### config.mk
export PLATFORM = sky130hd
export DESIGN_NAME = aligned_dna_identity_distance
export DESIGN_NICKNAME = d
export VERILOG_FILES = /design/src/design/adid_pkg.sv /design/src/design/aligned_dna_identity_distance.sv /design/src/design/adid_div.sv /design/src/design/adid_dp.sv /design/src/design/adid_ctrl.sv
export SDC_FILE = /design/constraint.sdc
export NUM_CORES = 1
export LEC_CHECK = 0
export BUFFER_PORTS_ARGS = -buffer_cell sky130_fd_sc_hd__buf_2
export CORE_UTILIZATION = 30
export DETAILED_ROUTE_END_ITERATION = 8
export PLACE_DENSITY_LB_ADDON = 0.08
export SYNTH_ARGS = -nofsm -noshare
export SYNTH_HDL_FRONTEND = slang
export SYNTH_SLANG_ARGS = --single-unit
### constraint.sdc
create_clock -name i_clk -period 11.71 [get_ports i_clk]
set_input_delay 0.5855 -clock i_clk [delete_from_list [all_inputs] [get_ports i_clk]]
set_output_delay 0.5855 -clock i_clk [all_outputs]
set_load 0.03 [all_outputs]
### src/design/adid_pkg.sv
// Shared types, constants and character helpers for the aligned DNA identity distance block.
// Has no dependencies. It is used by every module of the block.
package adid_pkg;

    localparam int MAX_COLUMNS = 16384;
    localparam int COL_W       = $clog2(MAX_COLUMNS);
    localparam int CNT_W       = COL_W + 1;
    localparam int SUM_W       = CNT_W + 1;
    localparam int FRAC_W      = 16;
    localparam int DIST_W      = FRAC_W + 1;
    localparam int DIV_STEPS   = DIST_W;
    localparam int STEP_W      = $clog2(DIV_STEPS + 1);
    localparam int BYTE_W      = 8;
    localparam int CFG_W       = 14;
    localparam int CFG_IDX_W   = 1;

    localparam logic [CNT_W-1:0]     CNT_MAX        = CNT_W'(MAX_COLUMNS);
    localparam logic [STEP_W-1:0]    STEPS_LAST     = STEP_W'(DIV_STEPS);
    localparam logic [CFG_W-1:0]     WIN_END_RESET  = 14'd16383;
    localparam logic [CFG_IDX_W-1:0] REG_WIN_START  = 1'b0;
    localparam logic [CFG_IDX_W-1:0] REG_WIN_END    = 1'b1;

    localparam logic [BYTE_W-1:0] CH_A     = 8'h41;
    localparam logic [BYTE_W-1:0] CH_C     = 8'h43;
    localparam logic [BYTE_W-1:0] CH_G     = 8'h47;
    localparam logic [BYTE_W-1:0] CH_N     = 8'h4E;
    localparam logic [BYTE_W-1:0] CH_T     = 8'h54;
    localparam logic [BYTE_W-1:0] CH_LO_A  = 8'h61;
    localparam logic [BYTE_W-1:0] CH_LO_Z  = 8'h7A;
    localparam logic [BYTE_W-1:0] CASE_GAP = 8'h20;

    typedef enum logic [0:0] {
        S_COUNT,
        S_DIVIDE
    } t_state;

    // Controller to datapath
    typedef struct packed {
        logic count_en;
        logic div_start;
        logic div_step;
        logic out_load;
    } t_cmd;

    // Datapath to controller
    typedef struct packed {
        logic out_free;
    } t_status;

    function automatic logic [BYTE_W-1:0] fold_case(input logic [BYTE_W-1:0] ch);
        logic [BYTE_W-1:0] up;
        up = ch;
        if (ch >= CH_LO_A && ch <= CH_LO_Z) begin
            up = ch - CASE_GAP;
        end
        return up;
    endfunction

    function automatic logic is_nucleotide(input logic [BYTE_W-1:0] ch);
        logic [BYTE_W-1:0] up;
        up = fold_case(ch);
        return (up == CH_A) || (up == CH_C) || (up == CH_G) || (up == CH_T) || (up == CH_N);
    endfunction

    function automatic logic [CNT_W-1:0] sat_inc(input logic [CNT_W-1:0] v);
        logic [CNT_W-1:0] r;
        r = (v >= CNT_MAX) ? CNT_MAX : v + CNT_W'(1);
        return r;
    endfunction

endpackage

### src/design/aligned_dna_identity_distance.sv
// Top level of the aligned DNA identity distance block.
// Depends on adid_pkg, adid_ctrl and adid_dp.
//
// Input channel (i_valid / o_stall): one alignment column per transfer, two ASCII
// bytes and a last-column flag. Columns inside the window from window_start to
// window_end (inclusive, set through the write port) add to the letter and match
// counts; the block numbers the columns itself from zero for each pair.
// Output channel (o_valid / i_stall): one transfer per pair, the distance
// 1 - 2*matches/letters in unsigned Q1.16, and no_letters when no letter was seen.
// Throughput: ordinary columns are taken one per cycle while no division runs. The
// last column of a pair starts a restoring divider that produces one quotient bit per
// cycle, and the result is then loaded into the output register; o_stall stays high
// while the division runs and until the result is loaded.
// While the receiver stalls, the finished result holds in the output register and
// columns of the next pair keep streaming in; only the end of the next division
// waits for the register to free.
// Reset (synchronous, active low) clears the counters and column index, empties
// the output register and sets the window to the full range.
module aligned_dna_identity_distance
    import adid_pkg::*;
(
    input  logic                 i_clk,
    input  logic                 i_rst_n,
    input  logic                 i_cfg_we,
    input  logic [CFG_IDX_W-1:0] i_cfg_index,
    input  logic [CFG_W-1:0]     i_cfg_data,
    input  logic                 i_valid,
    output logic                 o_stall,
    input  logic [BYTE_W-1:0]    i_first_base,
    input  logic [BYTE_W-1:0]    i_second_base,
    input  logic                 i_last_column,
    output logic                 o_valid,
    input  logic                 i_stall,
    output logic [DIST_W-1:0]    o_distance,
    output logic                 o_no_letters
);

    t_cmd    cmd;
    t_status status;

    // Sequence the column transfers and the division steps.
    adid_ctrl u_ctrl (
        .i_clk         (i_clk),
        .i_rst_n       (i_rst_n),
        .i_valid       (i_valid),
        .i_last_column (i_last_column),
        .o_stall       (o_stall),
        .i_status      (status),
        .o_cmd         (cmd)
    );

    // Hold the counts, divide and present the result.
    adid_dp u_dp (
        .i_clk         (i_clk),
        .i_rst_n       (i_rst_n),
        .i_cfg_we      (i_cfg_we),
        .i_cfg_index   (i_cfg_index),
        .i_cfg_data    (i_cfg_data),
        .i_first_base  (i_first_base),
        .i_second_base (i_second_base),
        .i_cmd         (cmd),
        .o_status      (status),
        .i_out_stall   (i_stall),
        .o_out_valid   (o_valid),
        .o_distance    (o_distance),
        .o_no_letters  (o_no_letters)
    );

endmodule

### src/design/adid_div.sv
// Restoring divider, one quotient bit per step, for the Q1.16 distance.
// Depends on adid_pkg.
module adid_div
    import adid_pkg::*;
(
    input  logic              i_clk,
    input  logic              i_start,
    input  logic              i_step,
    input  logic [SUM_W-1:0]  i_diff,
    input  logic [SUM_W-1:0]  i_total,
    output logic [DIST_W-1:0] o_quotient
);

    logic [DIST_W-1:0] r_rem, n_rem;
    logic [SUM_W-1:0]  r_div;
    logic [DIST_W-1:0] r_quo, n_quo;
    logic              ge;
    logic [DIST_W-1:0] rem_sub;

    // Remainder stays below the divisor after each subtract, so the shift fits.
    always_comb begin
        ge      = r_rem >= {1'b0, r_div};
        rem_sub = ge ? (r_rem - {1'b0, r_div}) : r_rem;
        n_rem   = {rem_sub[DIST_W-2:0], 1'b0};
        n_quo   = {r_quo[DIST_W-2:0], ge};
    end

    always_ff @(posedge i_clk) begin
        if (i_start) begin
            r_rem <= {1'b0, i_diff};
            r_div <= i_total;
            r_quo <= '0;
        end else if (i_step) begin
            r_rem <= n_rem;
            r_quo <= n_quo;
        end
    end

    assign o_quotient = r_quo;

endmodule

### src/design/adid_dp.sv
// Datapath: window registers, column index, letter and match counters, divider, result register.
// Depends on adid_pkg and adid_div.
module adid_dp
    import adid_pkg::*;
(
    input  logic               i_clk,
    input  logic               i_rst_n,
    input  logic               i_cfg_we,
    input  logic [CFG_IDX_W-1:0] i_cfg_index,
    input  logic [CFG_W-1:0]   i_cfg_data,
    input  logic [BYTE_W-1:0]  i_first_base,
    input  logic [BYTE_W-1:0]  i_second_base,
    input  t_cmd               i_cmd,
    output t_status            o_status,
    input  logic               i_out_stall,
    output logic               o_out_valid,
    output logic [DIST_W-1:0]  o_distance,
    output logic               o_no_letters
);

    logic [COL_W-1:0]  r_win_start, r_win_end, r_col;
    logic [CNT_W-1:0]  r_lf, r_ls, r_mc, n_lf, n_ls, n_mc;
    logic              r_none, r_out_valid;
    logic [DIST_W-1:0] r_distance;
    logic              in_win, l1, l2, hit;
    logic [SUM_W-1:0]  total, twice, diff;
    logic [DIST_W-1:0] quotient;

    always_comb begin
        in_win = (r_col >= r_win_start) && (r_col <= r_win_end);
        l1     = is_nucleotide(i_first_base);
        l2     = is_nucleotide(i_second_base);
        hit    = l1 && l2 && (fold_case(i_first_base) == fold_case(i_second_base));
        n_lf   = (in_win && l1)  ? sat_inc(r_lf) : r_lf;
        n_ls   = (in_win && l2)  ? sat_inc(r_ls) : r_ls;
        n_mc   = (in_win && hit) ? sat_inc(r_mc) : r_mc;
        total  = SUM_W'(n_lf) + SUM_W'(n_ls);
        twice  = {n_mc, 1'b0};
        diff   = (twice <= total) ? total - twice : '0;
    end

    always_ff @(posedge i_clk) begin
        if (!i_rst_n) begin
            r_win_start <= '0;
            r_win_end   <= WIN_END_RESET;
        end else if (i_cfg_we) begin
            case (i_cfg_index)
                REG_WIN_START: r_win_start <= i_cfg_data;
                REG_WIN_END:   r_win_end   <= i_cfg_data;
                default:       r_win_start <= r_win_start;
            endcase
        end
    end

    // Clear the pair state when the last column is taken.
    always_ff @(posedge i_clk) begin
        if (!i_rst_n) begin
            r_col <= '0;
            r_lf  <= '0;
            r_ls  <= '0;
            r_mc  <= '0;
        end else if (i_cmd.div_start) begin
            r_col <= '0;
            r_lf  <= '0;
            r_ls  <= '0;
            r_mc  <= '0;
        end else if (i_cmd.count_en) begin
            r_col <= r_col + COL_W'(1);
            r_lf  <= n_lf;
            r_ls  <= n_ls;
            r_mc  <= n_mc;
        end
    end

    always_ff @(posedge i_clk) begin
        if (i_cmd.div_start) begin
            r_none <= (total == '0);
        end
        if (i_cmd.out_load) begin
            r_distance   <= r_none ? '0 : quotient;
            o_no_letters <= r_none;
        end
    end

    always_ff @(posedge i_clk) begin
        if (!i_rst_n) begin
            r_out_valid <= 1'b0;
        end else if (i_cmd.out_load) begin
            r_out_valid <= 1'b1;
        end else if (!i_out_stall) begin
            r_out_valid <= 1'b0;
        end
    end

    adid_div u_div (
        .i_clk      (i_clk),
        .i_start    (i_cmd.div_start),
        .i_step     (i_cmd.div_step),
        .i_diff     (diff),
        .i_total    (total),
        .o_quotient (quotient)
    );

    assign o_status.out_free = !r_out_valid || !i_out_stall;
    assign o_out_valid       = r_out_valid;
    assign o_distance        = r_distance;

endmodule

### src/design/adid_ctrl.sv
// Controller: takes columns, runs the divider steps and hands the result to the output register.
// Depends on adid_pkg.
module adid_ctrl
    import adid_pkg::*;
(
    input  logic    i_clk,
    input  logic    i_rst_n,
    input  logic    i_valid,
    input  logic    i_last_column,
    output logic    o_stall,
    input  t_status i_status,
    output t_cmd    o_cmd
);

    t_state            r_state, n_state;
    logic [STEP_W-1:0] r_step, n_step;

    always_ff @(posedge i_clk) begin
        if (!i_rst_n) begin
            r_state <= S_COUNT;
            r_step  <= '0;
        end else begin
            r_state <= n_state;
            r_step  <= n_step;
        end
    end

    always_comb begin
        n_state = r_state;
        n_step  = r_step;
        o_stall = 1'b0;
        o_cmd   = '0;
        case (r_state)
            S_COUNT: begin
                o_cmd.count_en = i_valid;
                if (i_valid && i_last_column) begin
                    o_cmd.div_start = 1'b1;
                    n_step          = '0;
                    n_state         = S_DIVIDE;
                end
            end
            S_DIVIDE: begin
                o_stall = 1'b1;
                if (r_step != STEPS_LAST) begin
                    o_cmd.div_step = 1'b1;
                    n_step         = r_step + STEP_W'(1);
                end else if (i_status.out_free) begin
                    o_cmd.out_load = 1'b1;
                    n_state        = S_COUNT;
                end
            end
            default: begin
                n_state = S_COUNT;
            end
        endcase
    end

endmodule

==> run metrics <==
result of the run completed; Layout Cells excl Fill 1714; Die Y-Extent 188 um; share of the core filled with cells in the final layout 0.346; routed length per placed instance 14.3 um; number of synthesized flops with an enable pin 51; fraction of layout cells with a size suffix above 1 0.107; Yosys reg bits 163; worst max-slew margin expressed relative to the limit 0.250; most used cell along the critical path o21ai_0; Starting DRT DRC Count 434; number of antenna violations at the first check in global routing 0; area of the multi-input gates 6090 um2; Total Power Consumption 1520 uW; library cell occupying the most area in the post-synthesis netlist dfxtp_1; peak supply drop 103 uV; element type at the critical path end register; stage delay of the slowest cell on the critical path 0.77 ns; hold buffer count at CTS 0; via count of the first global-routing pass 7731; clk_lat worst skew 0.44 ns; Net Sw Power 452 uW; cell with the most instances after synthesis nand2_1; required arrival time at the worst endpoint 11.88 ns; starting utilization of the core area 0.308; GP Congestion 0.747; Via density 4.78; number of gates resized after cts 0; global-route congestion overflow total 0; Buffers & Inverters on Critical Path 0; most frequent cells after synthesis 178 x nand2_1, 112 x dfxtp_1, 102 x nor2_1, 91 x inv_1, 86 x ha_1; final antenna-violating net count 0; Switching Share 0.296; Total Routed Length 24500 um; FF/Latch Area 3770 um2; setup skew after layout 0.00962 ns; worst-path fanout max 16; number of pins exceeding their max-slew limit in the final report 0; Placed Instances 1682; CTS tree yes; timing-limited maximum frequency 139 MHz; clock input transition at the sequential cells of the worst setup and hold paths 0.07 ns; number of rows created at floorplan 67; first-pass GRT wire length 40500 um; Final period util 0.614; fill count 3527; unrepaired setup endpoints after global routing no; net count after synthesis 1346; pin count of the biggest net entering global routing 63; number of setup violations in the final report 0; global-route total usage across every layer 0.143; worst hold margin 0.388 ns; number of warning messages in the yosys log 0; worst path arrival time 7.36 ns; Tightest Pin Transition 1.12 ns; path class of the lowest-slack min-delay path in2reg; top flip-flop cell by instance count after synthesis dfxtp_1; routed via count 8195; number of instances in the synthesized netlist 1220; Distinct cells, synth 82; sequential element share of the synthesized area 0.363; critical setup path kind reg2reg; top cells by area in the synthesized netlist dfxtp_1 22%, edfxtp_1 15%, ha_1 10%, nand2_1 6.4%, a21oi_1 3.8%; placed wire-length estimate after detailed placement 18000 um; Avg Cell Area, Syn 8.52 um2; max-cap violation count 0; number of buffers inserted to repair setup after CTS 0; Clock Sink Count 163; post-synth design cell area 10400 um2; Post-route DRC 0; Clock Tree Root clkbuf_16; setup tns final 0 ns; Pre-Repair DR Iteration Count 5; DIE WIDTH 188 um; post-layout net count 1379; Power Dens Cells 131 nW/um2; cell family with most CP delay compound AO/OA/AOI/OAI gates; static leakage power 0.00482 uW; proportion of power drawn by flip-flops and latches 0.421; IO Count 57; power share of the clock group 0.369; Core Region 33800 um2; proportion of netlist area held by the largest area contributor 0.216; H-tree depth 4; share of flip-flops with an asynchronous set or reset 0; number of buffer cells added on primary ports 56; Final Hold Viols 0; Final Critical Period 7.19 ns; maximum clock insertion buffer count 2; sort of element at the start of the critical path register; cell-internal power 1070 uW; ANT cells 0; area enclosed by the die boundary 35400 um2; Comb pwr share 0.209; Area growth, synth to finish 12.3%; number of clock buffers inserted by TritonCTS 17; Critical-path top delay cell nor4_4
[layer usage]
layer | track usage | vias to the layer above | wire length, um
met3 | 0.0231 | 16 | 511
met4 | 0.0438 | 0 | 257
met2 | 0.227 | 70 | 11000
met1 | 0.197 | 3771 | 12700
li1 | - | 4338 | -
met5 | 0 | - | 0
[power by group through the flow]
stage	Sequential, uW	Combinational (uW)	Clock (uW)
global route	647	360	604
finish	642	319	563
detailed placement	655	322	0
CTS	643	324	583
floorplan	648	250	0
global placement	655	323	0
[flip-flops by register name, summed over array words and instances (netlist names), 5 cells and up]
name / cells
u_dp.r_col: 14
u_dp.r_lf: 15
u_dp.r_win_end: 14
u_dp.u_div.r_rem: 17
u_dp.r_win_start: 14
u_ctrl.r_step: 5
u_dp.u_div.r_div: 16
u_dp.r_mc: 15
u_dp.o_distance: 17
u_dp.r_ls: 15
u_dp.u_div.o_quotient: 17
[logic make-up (layout without fill, tap and decap cells)]
| group | Yosys count | count (layout) | synth area share |
|---|---|---|---|
| flops | 163 | 163 | 0.363 |
| simple gates | 472 | 472 | 0.217 |
| mux | 20 | 20 | 0.0195 |
| fa+ha+maj | 89 | 89 | 0.109 |
| xor+xnor | 76 | 76 | 0.0654 |
| buf+inv | 139 | 185 | 0.0526 |
| compound gates | 261 | 261 | 0.173 |
[layout by cell type (no fill, tap or decap), types with 25 or more instances in the layout]
master	count
a21oi_1	78
inv_1	91
dfxtp_1	112
xnor2_1	33
nand4_1	25
nor2_1	102
buf_2	56
nand3_1	42
nor2b_1	29
ha_1	86
xor2_1	41
o21ai_0	42
nand2_1	177
edfxtp_1	51
[stage by stage]
stage,setup WS (ns),cell area (um2)
floorplan,5.64,10400
global placement,4.68,11100
detailed placement,4.48,11100
CTS,4.43,11700
global route,3.78,11700
finish,4.52,11700
[layout make-up]
type                    instances  area share
inverters                      91      0.0292
clock inverters                12      0.0104
multi-input cells             918       0.521
flip-flops and latches        163       0.323
clock buffers                  20      0.0401
repair buffers                 62      0.0279
well taps                     448      0.0480
[worst min-delay path: cells and delay by family]
family	cells	cell delay [ns]
AO/OA/AOI/OAI	1	0.07
buffers and inverters	1	0.09
AND/OR/NAND/NOR	1	0.05
[final timing paths]
path | end | depth (start not counted) | from | slack (ns)
worst max-delay path | u_dp.u_div.r_rem[9] | 29 | u_dp.r_col[4] | 4.52
worst min-delay path | u_dp.r_win_end[1] | 3 | i_cfg_data[1] | 0.39
worst max register to register | u_dp.u_div.r_rem[9] | 29 | u_dp.r_col[4] | 4.52
worst min register to register | u_dp.u_div.o_quotient[7] | 2 | u_dp.u_div.o_quotient[6] | 0.45
Note: power is estimated with default switching activity, not from simulation.
